`src/rtl/btlc_pkg.sv`:
```
// ----------------------------------------------------------------------------
// btlc_pkg
// Shared types and codes of the band-target linear classifier.
// ----------------------------------------------------------------------------
`default_nettype none

package btlc_pkg;

  // input action codes
  localparam logic [1:0] ACT_PIXEL = 2'd0;
  localparam logic [1:0] ACT_WRITE = 2'd1;
  localparam logic [1:0] ACT_READ  = 2'd2;
  localparam logic [1:0] ACT_NONE  = 2'd3;

  // update kinds
  localparam logic [1:0] KIND_NONE  = 2'd0;
  localparam logic [1:0] KIND_RAISE = 2'd1;
  localparam logic [1:0] KIND_LOWER = 2'd2;

  // configuration register indexes
  localparam logic [1:0] REG_LOW   = 2'd0;
  localparam logic [1:0] REG_HIGH  = 2'd1;
  localparam logic [1:0] REG_TRAIN = 2'd2;
  localparam logic [1:0] REG_COUNT = 2'd3;

  localparam logic [39:0] LOW_RESET   = 40'd559215000;
  localparam logic [39:0] HIGH_RESET  = 40'd585225000;
  localparam logic [10:0] COUNT_RESET = 11'd900;

  // gray = floor(sum / 3) = (sum * 683) >> 11, exact for sum < 2048
  localparam logic [9:0] DIV3_MUL   = 10'd683;
  localparam int         DIV3_SHIFT = 11;

  typedef struct packed {
    logic [1:0]         action;
    logic [7:0]         red;
    logic [7:0]         green;
    logic [7:0]         blue;
    logic [9:0]         weight_index;
    logic signed [23:0] weight_data;
  } in_t;

  typedef struct packed {
    logic signed [47:0] score;
    logic               in_band;
    logic [1:0]         update_kind;
    logic signed [23:0] weight_out;
  } out_t;

  typedef struct packed {
    logic [1:0]         op;
    logic [7:0]         gray;
    logic [9:0]         idx;
    logic signed [23:0] data;
  } cmd_t;

  typedef struct packed {
    logic [39:0] low;
    logic [39:0] high;
    logic        train;
    logic [10:0] count;
  } cfg_t;

endpackage

`default_nettype wire

```
`src/rtl/btlc_front.sv`:
```
// ----------------------------------------------------------------------------
// btlc_front
// Decodes a request, forms the gray value and hands a command on.
// ----------------------------------------------------------------------------
`default_nettype none

module btlc_front (
  input  var btlc_pkg::in_t  req_i,
  input  wire                take_i,
  output var btlc_pkg::cmd_t cmd_o,
  output wire                push_o
);
  import btlc_pkg::*;

  logic [9:0]  sum;
  logic [19:0] prod;

  assign sum  = 10'(req_i.red) + 10'(req_i.green) + 10'(req_i.blue);
  assign prod = 20'(sum) * 20'(DIV3_MUL);

  always_comb begin
    cmd_o.op   = req_i.action;
    cmd_o.gray = prod[DIV3_SHIFT +: 8];
    cmd_o.idx  = req_i.weight_index;
    cmd_o.data = req_i.weight_data;
  end

  // unused action code is dropped here
  assign push_o = take_i && (req_i.action != ACT_NONE);

endmodule

`default_nettype wire

```
`config.mk`:
```
export PLATFORM = sky130hd
export DESIGN_NAME = btlc_front
export DESIGN_NICKNAME = d
export VERILOG_FILES = /design/src/rtl/btlc_pkg.sv /design/src/rtl/btlc_front.sv
export SDC_FILE = /design/constraint.sdc
export NUM_CORES = 1
export LEC_CHECK = 0
export ABC_AREA = 1
export ABC_CLOCK_PERIOD_IN_PS = 7600
export BUFFER_PORTS_ARGS = -buffer_cell sky130_fd_sc_hd__buf_2
export CORE_UTILIZATION = 50
export DETAILED_ROUTE_END_ITERATION = 10
export PLACE_DENSITY = 0.88
export SLEW_MARGIN = 15
export SYNTH_ARGS = -nofsm -noshare
export SYNTH_HDL_FRONTEND = slang
export SYNTH_SLANG_ARGS = --single-unit
```
`constraint.sdc`:
```
create_clock -name vclk -period 7.6
set_clock_uncertainty 0.05 [all_clocks]
set_input_delay 1.14 -clock vclk [all_inputs]
set_output_delay 1.14 -clock vclk [all_outputs]
set_load 0.05 [all_outputs]
```
==> run summary <==
The run gives 0 as the count of synthesis-stage warnings from yosys. The final HPWL from detailed placement is 4730 um, and the number of distinct library cells after synthesis is 23. The global router's overall resource usage came out at 0.205. The final count of hold timing violations is 0, and the maximum operating frequency is 0.133 GHz. The die is 75.0 um wide. For this run the aggregate overflow at the end of global routing stands at 0. The period utilization was 0.986.

Along the worst hold path, the cell count comes to 0. The die covers 5620 sq um. The run gives 2174 as the via count of the first global-routing pass.

For the initial antenna violation count, the log shows 0. The min-delay analysis places its worst path in the category in -> out. For the count of final max-slew check failures, the log shows 0. Sort of element at the start of the critical path: an input pin. Buffers inserted to repair hold after CTS numbered 0.

The post-synthesis xor/xnor area fraction is 0.0460, and the number of routed nets with antenna violations is 0. In this run the core area contains 26 standard-cell rows. 0 antenna diodes ended up in the layout.

Adder-cell share of the synthesized area: 0.531. The max-slew headroom at the worst pin was 0.815; the share of final-layout standard cells stronger than drive strength 1 was 0.326. The starting utilization of the core area is 0.522, and the data required time at the worst endpoint is 6410 ps. The overall via count from detail_route was 2187; the initial DRC count was 77. The leading area contributor after synthesis was sky130_fd_sc_hd__ha_1. The design has 0 sequential cells.

The tools report the remaining design rule violation count as 0. The kind of capture point of the worst setup path is a primary output. In this design, the critical path's most frequently occurring cell is sky130_fd_sc_hd__fa_1. The total of max-cap violations is 0.

The run gives 496 as the number of nets in the synthesized netlist. The final wirelength was 5800 um. The detailed-router iteration count before antenna repair was 4; the die span in y was 75.0 um. The run finished with clean final reports. The fraction of synthesized cell area taken by the top area cell type was 0.305; the global-route wire length before repair was 8960 um. The area growth from synthesis to layout is 17.5%. The highest cell delay on the worst timing path is 590 ps, and the final weighted congestion in routability-driven placement is 0.947.

Cell with the largest stage delay on the worst path: sky130_fd_sc_hd__fa_1. The tools report the post-synthesis instance area as 2660 sq um. The main combinational cell family by area after synthesis was adder cells. For the data arrival time of the worst path, the log shows 6310 ps. A synthesized cell averages 7.83 sq um. The multiplexer area fraction after synthesis works out to 0.

The worst hold path begins at req_i[12]. Sequential fraction of the synthesis area: 0. In the routed layout, each cell is associated on average with a via count of 5.13.

The simple-gate share of the synthesized area is 0.163. The I/O pin count was 106. The minimum period implied by the final worst setup slack came out at 7500 ps. The measured slew at the worst slew-check pin came out at 276 ps. The quantity of I/O buffers inserted on ports is 38. The cell with the most instances after synthesis was sky130_fd_sc_hd__ha_1. The tools report the pin count of the biggest net entering global routing as 7. The clock buffers instantiated in the layout total 0.

For the cell count after synthesis, the log shows 340. The total instance count after detailed placement is 426. The signal on the critical path passes through buf_6, inv_2, fa_1, inv_1, ha_2, fa_2, nand2_2, nand3_2, nand2_2, o211ai_2, xor2_2, ha_4, ha_1, fa_1, fa_1, fa_1, ha_1, a21oi_1, o21ai_1, a21oi_1, nand2_1, xor2_2, buf_4. Ranked by total cell area, the synthesized netlist is headed by sky130_fd_sc_hd__ha_1, sky130_fd_sc_hd__fa_1, sky130_fd_sc_hd__buf_4.

The maximum fanout along the worst path is 3. The tools report the area of the core as 5110 sq um. The type of the worst setup path was in -> out.

Setup repair after global routing could not meet its margin everywhere. For the count of placed standard cells in the final layout, fillers left out, the log shows 426. The run gives 2470 sq um as the area occupied by multi-input gates. Counting the fill cells in the layout gives 434. Ranked by instance count, the synthesized netlist is headed by sky130_fd_sc_hd__ha_1, sky130_fd_sc_hd__nand2_1, sky130_fd_sc_hd__inv_1. Summing all flip-flop and latch instances after layout gives 0 sq um. For this run, the post-layout net count is 514. The wire length per cell after detailed routing is 13.6 um.

The number of endpoints failing setup at the final stage is 0, and the post-synthesis compound-gate area fraction is 0.0742. The path with the worst hold slack has its endpoint at cmd_o[12].
[worst max path at each step]
stage / start / endpoint / depth (start not counted)
after floorplan: req_i[35] / cmd_o[36] / 24
after global placement: req_i[35] / cmd_o[38] / 26
after detailed placement: req_i[35] / cmd_o[38] / 28
after CTS: req_i[35] / cmd_o[38] / 26
after global routing: req_i[51] / cmd_o[38] / 27
final: req_i[51] / cmd_o[39] / 23
[cell type report]
type / instances / area share
tap: 70 / 0.0280
timing repair buffer: 52 / 0.111
inverter: 60 / 0.0719
multi-input combinational: 244 / 0.789
[logic make-up after synthesis]
family / count (synthesis)
AO/OA/AOI/OAI: 33
adder cells (fa/ha/maj): 95
AND/OR/NAND/NOR: 102
XOR/XNOR: 14
buffers and inverters: 96
[critical path: cells and delay by family]
| family | cells | cell delay (ps) |
|---|---|---|
| compound gates | 4 | 640 |
| xor+xnor | 2 | 370 |
| fa+ha+maj | 9 | 3440 |
| buf+inv | 4 | 340 |
| simple gates | 4 | 360 |
[repair_timing]
item | in CTS | in global routing
setup buffers | 0 | 0
cloned | 0 | 0
resized for setup | 14 | 55
pin swaps | 1 | 28
setup endpoints to repair | 8 | 8
[placed cells by master (no fill, tap or decap), drive strengths merged, types with 2 or more instances in the layout]
cell and n:
a21o 3, a21oi 20, buf 52, fa 30
ha 65, inv 60, nand2 66, nand3 16
nor2 16, o211ai 2, o21ai 7, xnor2 4
xor2 10
[through the flow]
step | TNS, ps | hold WS (ps) | util | setup slack [ps] | area (sq um)
6_report | 0 | 2230 | 0.613 | 104 | 3130
5_1_grt | -360 | 2230 | 0.613 | -101 | 3130
3_3_place_gp | 0 | 2230 | 0.549 | 14.3 | 2810
4_1_cts | 0 | 2230 | 0.558 | 46.9 | 2850
2_1_floorplan | 0 | 2400 | - | 123 | 2690
3_5_place_dp | -399 | 2230 | 0.549 | -138 | 2810
[per-layer routing]
metal | track usage | vias to the layer above | part of all wire
li1 | - | 1084 | -
met1 | 0.241 | 1050 | 0.41
met2 | 0.415 | 47 | 0.54
met3 | 0.00803 | 6 | 0.039
met4 | 0.0273 | 0 | 0.0093
met5 | 0 | - | 0
Power is left out: the tool's default activity adds up to more than one toggle a clock period on the data nets, which glitch-free logic cannot reach.
