`src/rtl/btlc_pkg.sv`:
```
// ----------------------------------------------------------------------------
// btlc_pkg
// Shared types and codes of the band-target linear classifier.
// ----------------------------------------------------------------------------
`default_nettype none

package btlc_pkg;

  // input action codes
  localparam logic [1:0] ACT_PIXEL = 2'd0;
  localparam logic [1:0] ACT_WRITE = 2'd1;
  localparam logic [1:0] ACT_READ  = 2'd2;
  localparam logic [1:0] ACT_NONE  = 2'd3;

  // update kinds
  localparam logic [1:0] KIND_NONE  = 2'd0;
  localparam logic [1:0] KIND_RAISE = 2'd1;
  localparam logic [1:0] KIND_LOWER = 2'd2;

  // configuration register indexes
  localparam logic [1:0] REG_LOW   = 2'd0;
  localparam logic [1:0] REG_HIGH  = 2'd1;
  localparam logic [1:0] REG_TRAIN = 2'd2;
  localparam logic [1:0] REG_COUNT = 2'd3;

  localparam logic [39:0] LOW_RESET   = 40'd559215000;
  localparam logic [39:0] HIGH_RESET  = 40'd585225000;
  localparam logic [10:0] COUNT_RESET = 11'd900;

  // gray = floor(sum / 3) = (sum * 683) >> 11, exact for sum < 2048
  localparam logic [9:0] DIV3_MUL   = 10'd683;
  localparam int         DIV3_SHIFT = 11;

  typedef struct packed {
    logic [1:0]         action;
    logic [7:0]         red;
    logic [7:0]         green;
    logic [7:0]         blue;
    logic [9:0]         weight_index;
    logic signed [23:0] weight_data;
  } in_t;

  typedef struct packed {
    logic signed [47:0] score;
    logic               in_band;
    logic [1:0]         update_kind;
    logic signed [23:0] weight_out;
  } out_t;

  typedef struct packed {
    logic [1:0]         op;
    logic [7:0]         gray;
    logic [9:0]         idx;
    logic signed [23:0] data;
  } cmd_t;

  typedef struct packed {
    logic [39:0] low;
    logic [39:0] high;
    logic        train;
    logic [10:0] count;
  } cfg_t;

endpackage

`default_nettype wire

```
`src/rtl/btlc_fifo.sv`:
```
// ----------------------------------------------------------------------------
// btlc_fifo
// Two-entry command queue between front and back.
// ----------------------------------------------------------------------------
`default_nettype none

module btlc_fifo (
  input  wire                clk_i,
  input  wire                rst_ni,
  input  wire                push_i,
  input  var btlc_pkg::cmd_t cmd_i,
  input  wire                pop_i,
  output var btlc_pkg::cmd_t cmd_o,
  output wire                valid_o,
  output wire                full_o
);
  import btlc_pkg::*;

  cmd_t       mem_q [2];
  logic       wp_q, rp_q;
  logic [1:0] cnt_q;

  always_ff @(posedge clk_i or negedge rst_ni) begin
    if (!rst_ni) begin
      wp_q  <= 1'b0;
      rp_q  <= 1'b0;
      cnt_q <= 2'd0;
    end else begin
      if (push_i) wp_q <= ~wp_q;
      if (pop_i)  rp_q <= ~rp_q;
      cnt_q <= cnt_q + 2'(push_i) - 2'(pop_i);
    end
  end

  always_ff @(posedge clk_i) begin
    if (push_i) mem_q[wp_q] <= cmd_i;
  end

  assign cmd_o   = mem_q[rp_q];
  assign valid_o = (cnt_q != 2'd0);
  assign full_o  = (cnt_q == 2'd2);

endmodule

`default_nettype wire

```
`config.mk`:
```
export PLATFORM = sky130hd
export DESIGN_NAME = btlc_fifo
export DESIGN_NICKNAME = d
export VERILOG_FILES = /design/src/rtl/btlc_pkg.sv /design/src/rtl/btlc_fifo.sv
export SDC_FILE = /design/constraint.sdc
export NUM_CORES = 1
export LEC_CHECK = 0
export BUFFER_PORTS_ARGS = -buffer_cell sky130_fd_sc_hd__buf_2
export CAP_MARGIN = 20
export CORE_ASPECT_RATIO = 0.5
export CORE_MARGIN = 8
export CORE_UTILIZATION = 50
export CTS_BUF_LIST = sky130_fd_sc_hd__clkbuf_2 sky130_fd_sc_hd__clkbuf_4 sky130_fd_sc_hd__clkbuf_8
export DETAILED_ROUTE_END_ITERATION = 12
export MAX_ROUTING_LAYER = met4
export PLACE_DENSITY_LB_ADDON = 0.08
export SYNTH_ARGS = -nofsm -noshare
export SYNTH_HDL_FRONTEND = slang
export SYNTH_SLANG_ARGS = --single-unit
```
`constraint.sdc`:
```
create_clock -name clk_i -period 4.8 [get_ports clk_i]
set_input_delay 1.44 -clock clk_i [delete_from_list [all_inputs] [get_ports clk_i]]
set_output_delay 1.44 -clock clk_i [all_outputs]
set_load 0.1 [all_outputs]
```
==> flow_metrics.py, run 1 <==
metrics = {
    "run_status": {
        "status": "completed",
    },
    "worst_setup_path": {
        "reg2reg_slack_ns": 3.06,
        "r2r_cells": 2,
        "critPathArrivalTime_ns": 2.15,
        "cp-end-kind": "primary output",
        "startpoint_type": "flop",
        "cp_max_fo": 22,
        "timing.rr.start": "wp_q$_DFFE_PN0P_",
        "r2r_end": "mem_q[0][15]$_DFFE_PP_",
        "critical_path_required_ns": 3.36,
        "crit_type": "flop to primary output",
    },
    "grt": {
        "grt_usage_pct": 13.0,
        "grt_pass1_wl_mm": 9.34,
        "antenna_found_initial": 0,
        "grt_pass1_vias": 1927,
        "grt-ovfl-total": 0,
        "grt_max_degree": 45,
    },
    "placed_design": {
        "dp_hpwl_mm": 4.33,
        "gp_congestion": 0.641,
        "place_ws_ns": 1.55,
        "port_buffers": 93,
        "dpl_cell_area_um2": 4100,
    },
    "clock_network": {
        "cts_hold_buffers": 0,
        "path_clk_slew_ns": 0.07,
        "clkSinkCount": 92,
        "post_cts_buffers": 0,
        "cts_resized": 0,
        "cts_max_level": 3,
        "cts_tree": "yes",
        "clock_latency_ns": 0.35,
        "cts_buffer_depth": 2,
        "cts_buffers": 9,
        "root_buffer": "clkbuf_8",
    },
    "die": {
        "die_y_um": 75.8,
        "core_area_um2": 6810,
        "fp.dieW_um": 136,
        "pin_count": 94,
        "die_area_um2": 10300,
        "num_rows": 21,
        "start_util_pct": 52.5,
    },
    "synthesis": {
        "synth-seq-cells": 92,
        "synthArstFlopShare_pct": 4.35,
        "synth_area_leader_cell": "edfxtp_1",
        "netlist_instances": 152,
        "ys_types": 13,
        "synth_seq_area_share_pct": 76.7,
        "syn_avg_cell_area_um2": 23.5,
        "synth_top_flop_cell": "edfxtp_1",
        "synth.top_cells.by_count": "edfxtp_1 (88), mux2_4 (39), mux2_2 (5)",
        "yosys-top-cells-area": "edfxtp_1 (74%), mux2_4 (16%), dfrtp_1 (2.8%), buf_12 (2.2%), mux2_2 (1.6%)",
        "syn_nets": 202,
        "netlist_area_um2": 3570,
        "synth_edf_count": 88,
        "synth_top_area_share_pct": 73.9,
        "ys.warnings.count": 0,
        "synth_most_common_cell": "edfxtp_1",
    },
    "timing": {
        "hold_viol_final": 0,
        "setup_tns_ns": 0,
        "fin_crit_sh_pct": 74.8,
        "final.setup_skew_ns": 0.00268,
        "setup_violations": 0,
        "layout_min_cycle_time_ns": 3.59,
        "drv_slew": 0,
        "relSlewSlack_pct": 57.0,
        "tightest_slew_ns": 0.645,
        "timing.fmax_mhz": 279,
        "fin_ws_ns": 1.21,
        "rsz0062_at_grt": "no",
    },
    "hold_path": {
        "holdPathEnd": "wp_q$_DFFE_PN0P_",
        "hold_path.class": "flop to flop",
        "worstHoldStart": "wp_q$_DFFE_PN0P_",
        "hold_depth": 1,
    },
    "drt": {
        "drc": 0,
        "avgRoutedWirePerCell_um": 17.3,
        "avgViaCountPerCell": 4.77,
        "firstDrtPassIters": 4,
        "drt_iter0_markers": 76,
        "routed-via-count": 1680,
        "wirelength_mm": 6.11,
        "ant_nets": 0,
    },
    "final_layout": {
        "antenna_cells": 0,
        "fin_util_pct": 62.9,
        "postLayoutCellArea_um2": 4280,
        "fill_cells": 515,
        "area_growth_pct": 19.7,
        "drive_gt1_share_pct": 60.8,
        "fin_nets": 305,
    },
    "flow_run": {
        "maxCapViolations": 0,
    },
}
area by class of cell:
class | instances | area, um2 | area share [%]
clock buffers | 12 | 146 | 3.42
clock inverters | 4 | 16.3 | 0.380
inverters | 2 | 7.51 | 0.175
multi-input cells | 53 | 742 | 17.3
flip-flops and latches | 92 | 2740 | 64.1
well taps | 92 | 115 | 2.69
repair buffers | 97 | 508 | 11.9
cells by family (layout without fill, tap and decap cells):
group / Yosys count / in the layout / share of synthesized area [%]
XOR/XNOR: 3 / 3 / 1.16
adder cells (fa/ha/maj): 2 / 2 / 0.700
buffers and inverters: 7 / 115 / 2.77
flip-flops: 92 / 92 / 76.7
multiplexers: 44 / 44 / 18.0
AND/OR/NAND/NOR: 4 / 4 / 0.700
state kept, by name, indices dropped and copies added, names as in the netlist:
signal  flops
rp_q        1
cnt_q       2
wp_q        1
mem_q      88
worst max path at each step:
stage | depth (start not counted) | from | end | slack (ns)
global placement | 3 | rp_q$_DFFE_PN0P_ | cmd_o[28] | 1.55
CTS | 3 | rp_q$_DFFE_PN0P_ | cmd_o[28] | 1.14
detailed placement | 3 | rp_q$_DFFE_PN0P_ | cmd_o[28] | 1.55
global route | 3 | rp_q$_DFFE_PN0P_ | cmd_o[5] | 1.09
floorplan | 1 | push_i | mem_q[0][0]$_DFFE_PP_ | 0.95
finish | 3 | rp_q$_DFFE_PN0P_ | cmd_o[28] | 1.21
cells in the final DEF (no fill, tap or decap), drive strengths merged:
cell type / count
edfxtp: 88
dfrtp: 4
or2: 1
inv: 2
buf: 97
and2: 1
mux2: 44
nor2b: 2
xor2: 2
clkinv: 4
clkbuf: 12
xor3: 1
ha: 2
per-stage QoR:
stage / hold slack (ns) / instances
final: 0.540 / 352
after global routing: 0.575 / 352
after CTS: 0.539 / 351
after detailed placement: 0.526 / 335
after global placement: 0.522 / 335
after floorplan: 0.455 / 152
metal layers:
layer,up-vias,part of all wire (%),global-route usage (%),wire (um)
met3,10,6.7,5.79,409
li1,798,-,-,-
met5,-,0,-,0
met4,0,1.4,5.85,84
met1,817,41,13.0,2520
met2,55,51,22.2,3090
critical path, stage by stage, from the launching register on:
cell     delay, ns
dfrtp_2       0.79
buf_4         0.38
mux2_4        0.33
buf_2         0.29
Power of run 1 is left out: the tool's default activity adds up to more than one toggle a clock period on the data nets, which glitch-free logic cannot reach.
==> run 2, diff against run 1 <==
Settings changed: ABC_AREA set to 1.
Clock period 4.8 ns to 3.51 ns, I/O delays scaled along.
==> flow_metrics.py, run 2 <==
metrics = {
    "run_status": {
        "status": "completed",
    },
    "synthesis": {
        "netlist_instances": 255,
        "synthArstFlopShare_pct": 4.35,
        "synth_top_area_share_pct": 75.6,
        "syn_avg_cell_area_um2": 13.7,
        "synth_area_leader_cell": "edfxtp_1",
        "ys.warnings.count": 0,
        "synth-seq-cells": 92,
        "syn_nets": 305,
        "synth_seq_area_share_pct": 78.5,
        "synth_most_common_cell": "edfxtp_1",
        "yosys-top-cells-area": "edfxtp_1 (76%), inv_1 (5.5%), nand2_1 (5.5%), o21ai_0 (4.7%), dfrtp_1 (2.9%)",
        "synth_edf_count": 88,
        "synth.top_cells.by_count": "edfxtp_1 (88), inv_1 (51), nand2_1 (51)",
        "ys_types": 14,
        "synth_top_flop_cell": "edfxtp_1",
        "netlist_area_um2": 3490,
    },
    "drt": {
        "firstDrtPassIters": 4,
        "avgRoutedWirePerCell_um": 14.0,
        "ant_nets": 0,
        "wirelength_mm": 6.33,
        "routed-via-count": 2041,
        "drc": 0,
        "drt_iter0_markers": 138,
        "avgViaCountPerCell": 4.52,
    },
    "final_layout": {
        "postLayoutCellArea_um2": 4270,
        "drive_gt1_share_pct": 34.4,
        "largest_registers": "mem_q: 88 flops, cnt_q: 2 flops",
        "largest_register_ffs": 88,
        "fill_cells": 522,
        "layout_common_cells": "buf_2 (93), edfxtp_1 (88), nand2_1 (51), inv_1 (50), o21ai_1 (33)",
        "multi_input_area_um2": 497,
        "final-seq-area_um2": 2740,
        "fin_nets": 405,
        "area_growth_pct": 22.3,
        "antenna_cells": 0,
        "regMostFlops": "mem_q",
        "final_common_cell": "buf_2",
    },
    "clock_network": {
        "cts_buffer_depth": 2,
        "clkSinkCount": 92,
        "cts_tree": "yes",
        "clock_latency_ns": 0.35,
        "cts_max_level": 3,
        "root_buffer": "clkbuf_8",
        "cts_hold_buffers": 0,
        "cts_buffers": 9,
        "post_cts_buffers": 0,
        "cts_resized": 0,
        "path_clk_slew_ns": 0.08,
    },
    "worst_setup_path": {
        "r2r_end": "mem_q[0][22]$_DFFE_PP_",
        "crit_type": "flop to primary output",
        "cp_max_fo": 35,
        "timing.rr.start": "wp_q$_DFFE_PN0P_",
        "critPathArrivalTime_ns": 2.08,
        "r2r_cells": 2,
        "startpoint_type": "flop",
        "cp-end-kind": "primary output",
        "reg2reg_slack_ns": 1.87,
        "critical_path_required_ns": 2.46,
    },
    "timing": {
        "setup_violations": 0,
        "fin_crit_sh_pct": 89.2,
        "drv_slew": 0,
        "rsz0062_at_grt": "no",
        "final.setup_skew_ns": 0.00803,
        "tightest_slew_ns": 0.651,
        "timing.fmax_mhz": 320,
        "hold_viol_final": 0,
        "relSlewSlack_pct": 56.5,
        "layout_min_cycle_time_ns": 3.13,
    },
    "placed_design": {
        "dp_hpwl_mm": 4.55,
        "dpl_cell_area_um2": 4070,
        "gp_congestion": 0.739,
        "port_buffers": 93,
    },
    "grt": {
        "grt_pass1_vias": 2122,
        "grt_max_degree": 37,
        "antenna_found_initial": 0,
        "grt-ovfl-total": 0,
        "grt_pass1_wl_mm": 10.0,
        "grt_usage_pct": 13.6,
    },
    "die": {
        "core_area_um2": 6730,
        "pin_count": 94,
        "die_y_um": 75.1,
        "num_rows": 21,
        "start_util_pct": 52.0,
        "fp.dieW_um": 134,
        "die_area_um2": 10100,
    },
    "flow_run": {
        "maxCapViolations": 0,
    },
    "hold_path": {
        "hold_path.class": "input pin to asynchronous set/reset pin",
    },
}
run 2: cell type report:
cell class | count | area share [%]
flip-flops and latches | 92 | 64.2
repair buffers | 99 | 12.2
multi-input cells | 102 | 11.6
inverters | 51 | 4.48
clock buffers | 14 | 3.92
well taps | 92 | 2.69
clock inverters | 2 | 0.820
run 2: per-layer routing:
layer	up-vias	share of wire [%]	global-route usage (%)
li1	1045	-	-
met1	933	42	13.9
met4	0	1.3	4.81
met2	56	50	23.4
met3	7	6.6	6.19
met5	-	0	-
run 2: worst max-delay path: stages (launching register included):
cell and delay [ns]:
dfrtp_2 0.77, buf_4 0.34, nand2_1 0.07, o21ai_1 0.09, buf_2 0.45
run 2: metrics by stage:
step                util [%]  hold slack, ns  cells  TNS (ns)  setup WS [ns]
detailed placement      60.5           0.544    436         0          0.763
global placement        60.5           0.528    436         0          0.812
global route            63.5           0.458    452         0          0.217
floorplan                  -           0.463    255     -1.52         -0.305
CTS                     63.5           0.467    452         0          0.355
finish                  63.5           0.489    452         0          0.380
run 2: worst max-delay path by stage:
stage | to | start | slack (ns) | cells after the start
CTS | cmd_o[20] | rp_q$_DFFE_PN0P_ | 0.36 | 4
finish | cmd_o[20] | rp_q$_DFFE_PN0P_ | 0.38 | 4
global route | cmd_o[20] | rp_q$_DFFE_PN0P_ | 0.22 | 4
detailed placement | cmd_o[20] | rp_q$_DFFE_PN0P_ | 0.76 | 4
floorplan | cmd_o[27] | rp_q$_DFFE_PN0P_ | -0.30 | 3
global placement | cmd_o[16] | rp_q$_DFFE_PN0P_ | 0.81 | 4
run 2: cell families (layout without fill, tap and decap cells):
group / Yosys count / in the layout / share of synthesized area, %
xor gates and xnor gates: 2 / 2 / 0.501
DFF: 92 / 92 / 78.5
and+or+nand+nor: 54 / 54 / 5.84
buffers and inverters: 61 / 166 / 7.52
AOI/OAI and AO/OA: 44 / 44 / 6.95
adders and majority gates: 2 / 2 / 0.716
Power of run 2 is left out for the same reason.
==> run 3, diff against run 2 <==
Settings changed: CORE_UTILIZATION 50 to 54.
==> flow_metrics.py, run 3 (synthesized netlist as in run 2, its figures left out) <==
metrics = {
    "run_status": {
        "status": "completed",
    },
    "timing": {
        "hold_viol_final": 0,
        "relSlewSlack_pct": 37.3,
        "final.setup_skew_ns": 0.00547,
        "timing.fmax_mhz": 310,
        "fin_crit_sh_pct": 91.9,
        "rsz0062_at_grt": "no",
        "setup_violations": 0,
        "whs_ns": 0.496,
        "drv_slew": 0,
        "setup_tns_ns": 0,
        "layout_min_cycle_time_ns": 3.23,
        "tightest_slew_ns": 0.939,
    },
    "final_layout": {
        "largest_register_ffs": 88,
        "final_common_cell": "buf_2",
        "regMostFlops": "mem_q",
        "area_growth_pct": 19.9,
        "largest_registers": "mem_q: 88 flops, cnt_q: 2 flops",
        "drive_gt1_share_pct": 33.0,
        "layout_common_cells": "buf_2 (93), edfxtp_1 (88), nand2_1 (51), inv_1 (50), o21ai_1 (33)",
        "fill_cells": 459,
        "antenna_cells": 0,
        "fin_nets": 401,
    },
    "clock_network": {
        "cts_max_level": 3,
        "path_clk_slew_ns": 0.08,
        "clkSinkCount": 92,
        "cts_resized": 0,
        "clock_latency_ns": 0.34,
        "root_buffer": "clkbuf_8",
        "cts_buffer_depth": 2,
        "post_cts_buffers": 0,
        "cts_buffers": 9,
        "cts_hold_buffers": 0,
        "cts_tree": "yes",
    },
    "worst_setup_path": {
        "startpoint": "rp_q$_DFFE_PN0P_",
        "cp-end-kind": "primary output",
        "crit_type": "flop to primary output",
        "cp_max_fo": 48,
        "crit_end": "cmd_o[35]",
        "r2r_end": "mem_q[1][36]$_DFFE_PP_",
        "r2r_cells": 2,
        "cp_slowest_cell": "dfrtp_2",
        "critical_path_required_ns": 2.46,
        "timing.rr.start": "wp_q$_DFFE_PN0P_",
        "slowest_delay_ns": 0.88,
        "path_cells": "buf_12 -> nand2_1 -> o21ai_1 -> buf_2",
        "reg2reg_slack_ns": 1.92,
        "startpoint_type": "flop",
        "critPathArrivalTime_ns": 2.17,
    },
    "drt": {
        "avgRoutedWirePerCell_um": 13.9,
        "drt_iter0_markers": 164,
        "firstDrtPassIters": 4,
        "routed-via-count": 2063,
        "avgViaCountPerCell": 4.66,
        "ant_nets": 0,
        "wirelength_mm": 6.15,
        "drc": 0,
    },
    "placed_design": {
        "gp_congestion": 0.727,
        "dp_hpwl_mm": 4.34,
        "port_buffers": 93,
    },
    "grt": {
        "grt_max_degree": 49,
        "grt_pass1_wl_mm": 9.60,
        "antenna_found_initial": 0,
        "grt_pass1_vias": 2116,
        "grt-ovfl-total": 0,
        "grt_usage_pct": 13.9,
    },
    "die": {
        "pin_count": 94,
        "num_rows": 20,
        "die_area_um2": 9460,
        "die_y_um": 72.9,
        "fp.dieW_um": 130,
        "core_area_um2": 6160,
        "start_util_pct": 56.8,
    },
    "flow_run": {
        "maxCapViolations": 0,
    },
    "hold_path": {
        "hold_path.class": "input pin to asynchronous set/reset pin",
    },
}
run 3: through the flow:
step                cell area, um2  instances  setup slack [ns]  utilization, %
CTS                           4190        443             0.273            68.1
global placement              4040        428             0.696            65.5
detailed placement            4040        428             0.665            65.5
global route                  4190        443             0.136            68.1
floorplan                     3490        255            -0.305               -
finish                        4190        443             0.284            68.1
run 3: final cells by class:
class / count / area (um2) / share of cell area (%)
Inverter: 51 / 191 / 4.57
Clock inverter: 4 / 17.5 / 0.418
Clock buffer: 11 / 139 / 3.31
Sequential cell: 92 / 2740 / 65.5
Multi-Input combinational cell: 102 / 497 / 11.9
Tap cell: 88 / 110 / 2.63
Timing Repair Buffer: 95 / 493 / 11.8
run 3: routing by layer:
layer	wire, um	GRT usage [%]
met1	2600	15.4
met2	2970	22.6
met3	505	6.05
met4	72	4.59
met5	0	-
run 3: worst min path at each step:
stage	start	slack, ns	endpoint	cells past startpoint
after global routing	rst_ni	0.48	cnt_q[0]$_DFF_PN0_	1
after floorplan	wp_q$_DFFE_PN0P_	0.46	wp_q$_DFFE_PN0P_	1
after global placement	wp_q$_DFFE_PN0P_	0.53	wp_q$_DFFE_PN0P_	1
final	rst_ni	0.50	cnt_q[0]$_DFF_PN0_	1
after CTS	rst_ni	0.48	cnt_q[0]$_DFF_PN0_	1
after detailed placement	wp_q$_DFFE_PN0P_	0.54	wp_q$_DFFE_PN0P_	1
run 3: worst max-delay path, delay by kind of cell (launching register included):
kind                   cells  cell delay (ns)
AO/OA/AOI/OAI              1             0.11
buffers and inverters      2             0.75
flip-flops                 1             0.88
AND/OR/NAND/NOR            1             0.07
Power of run 3 is left out for the same reason.
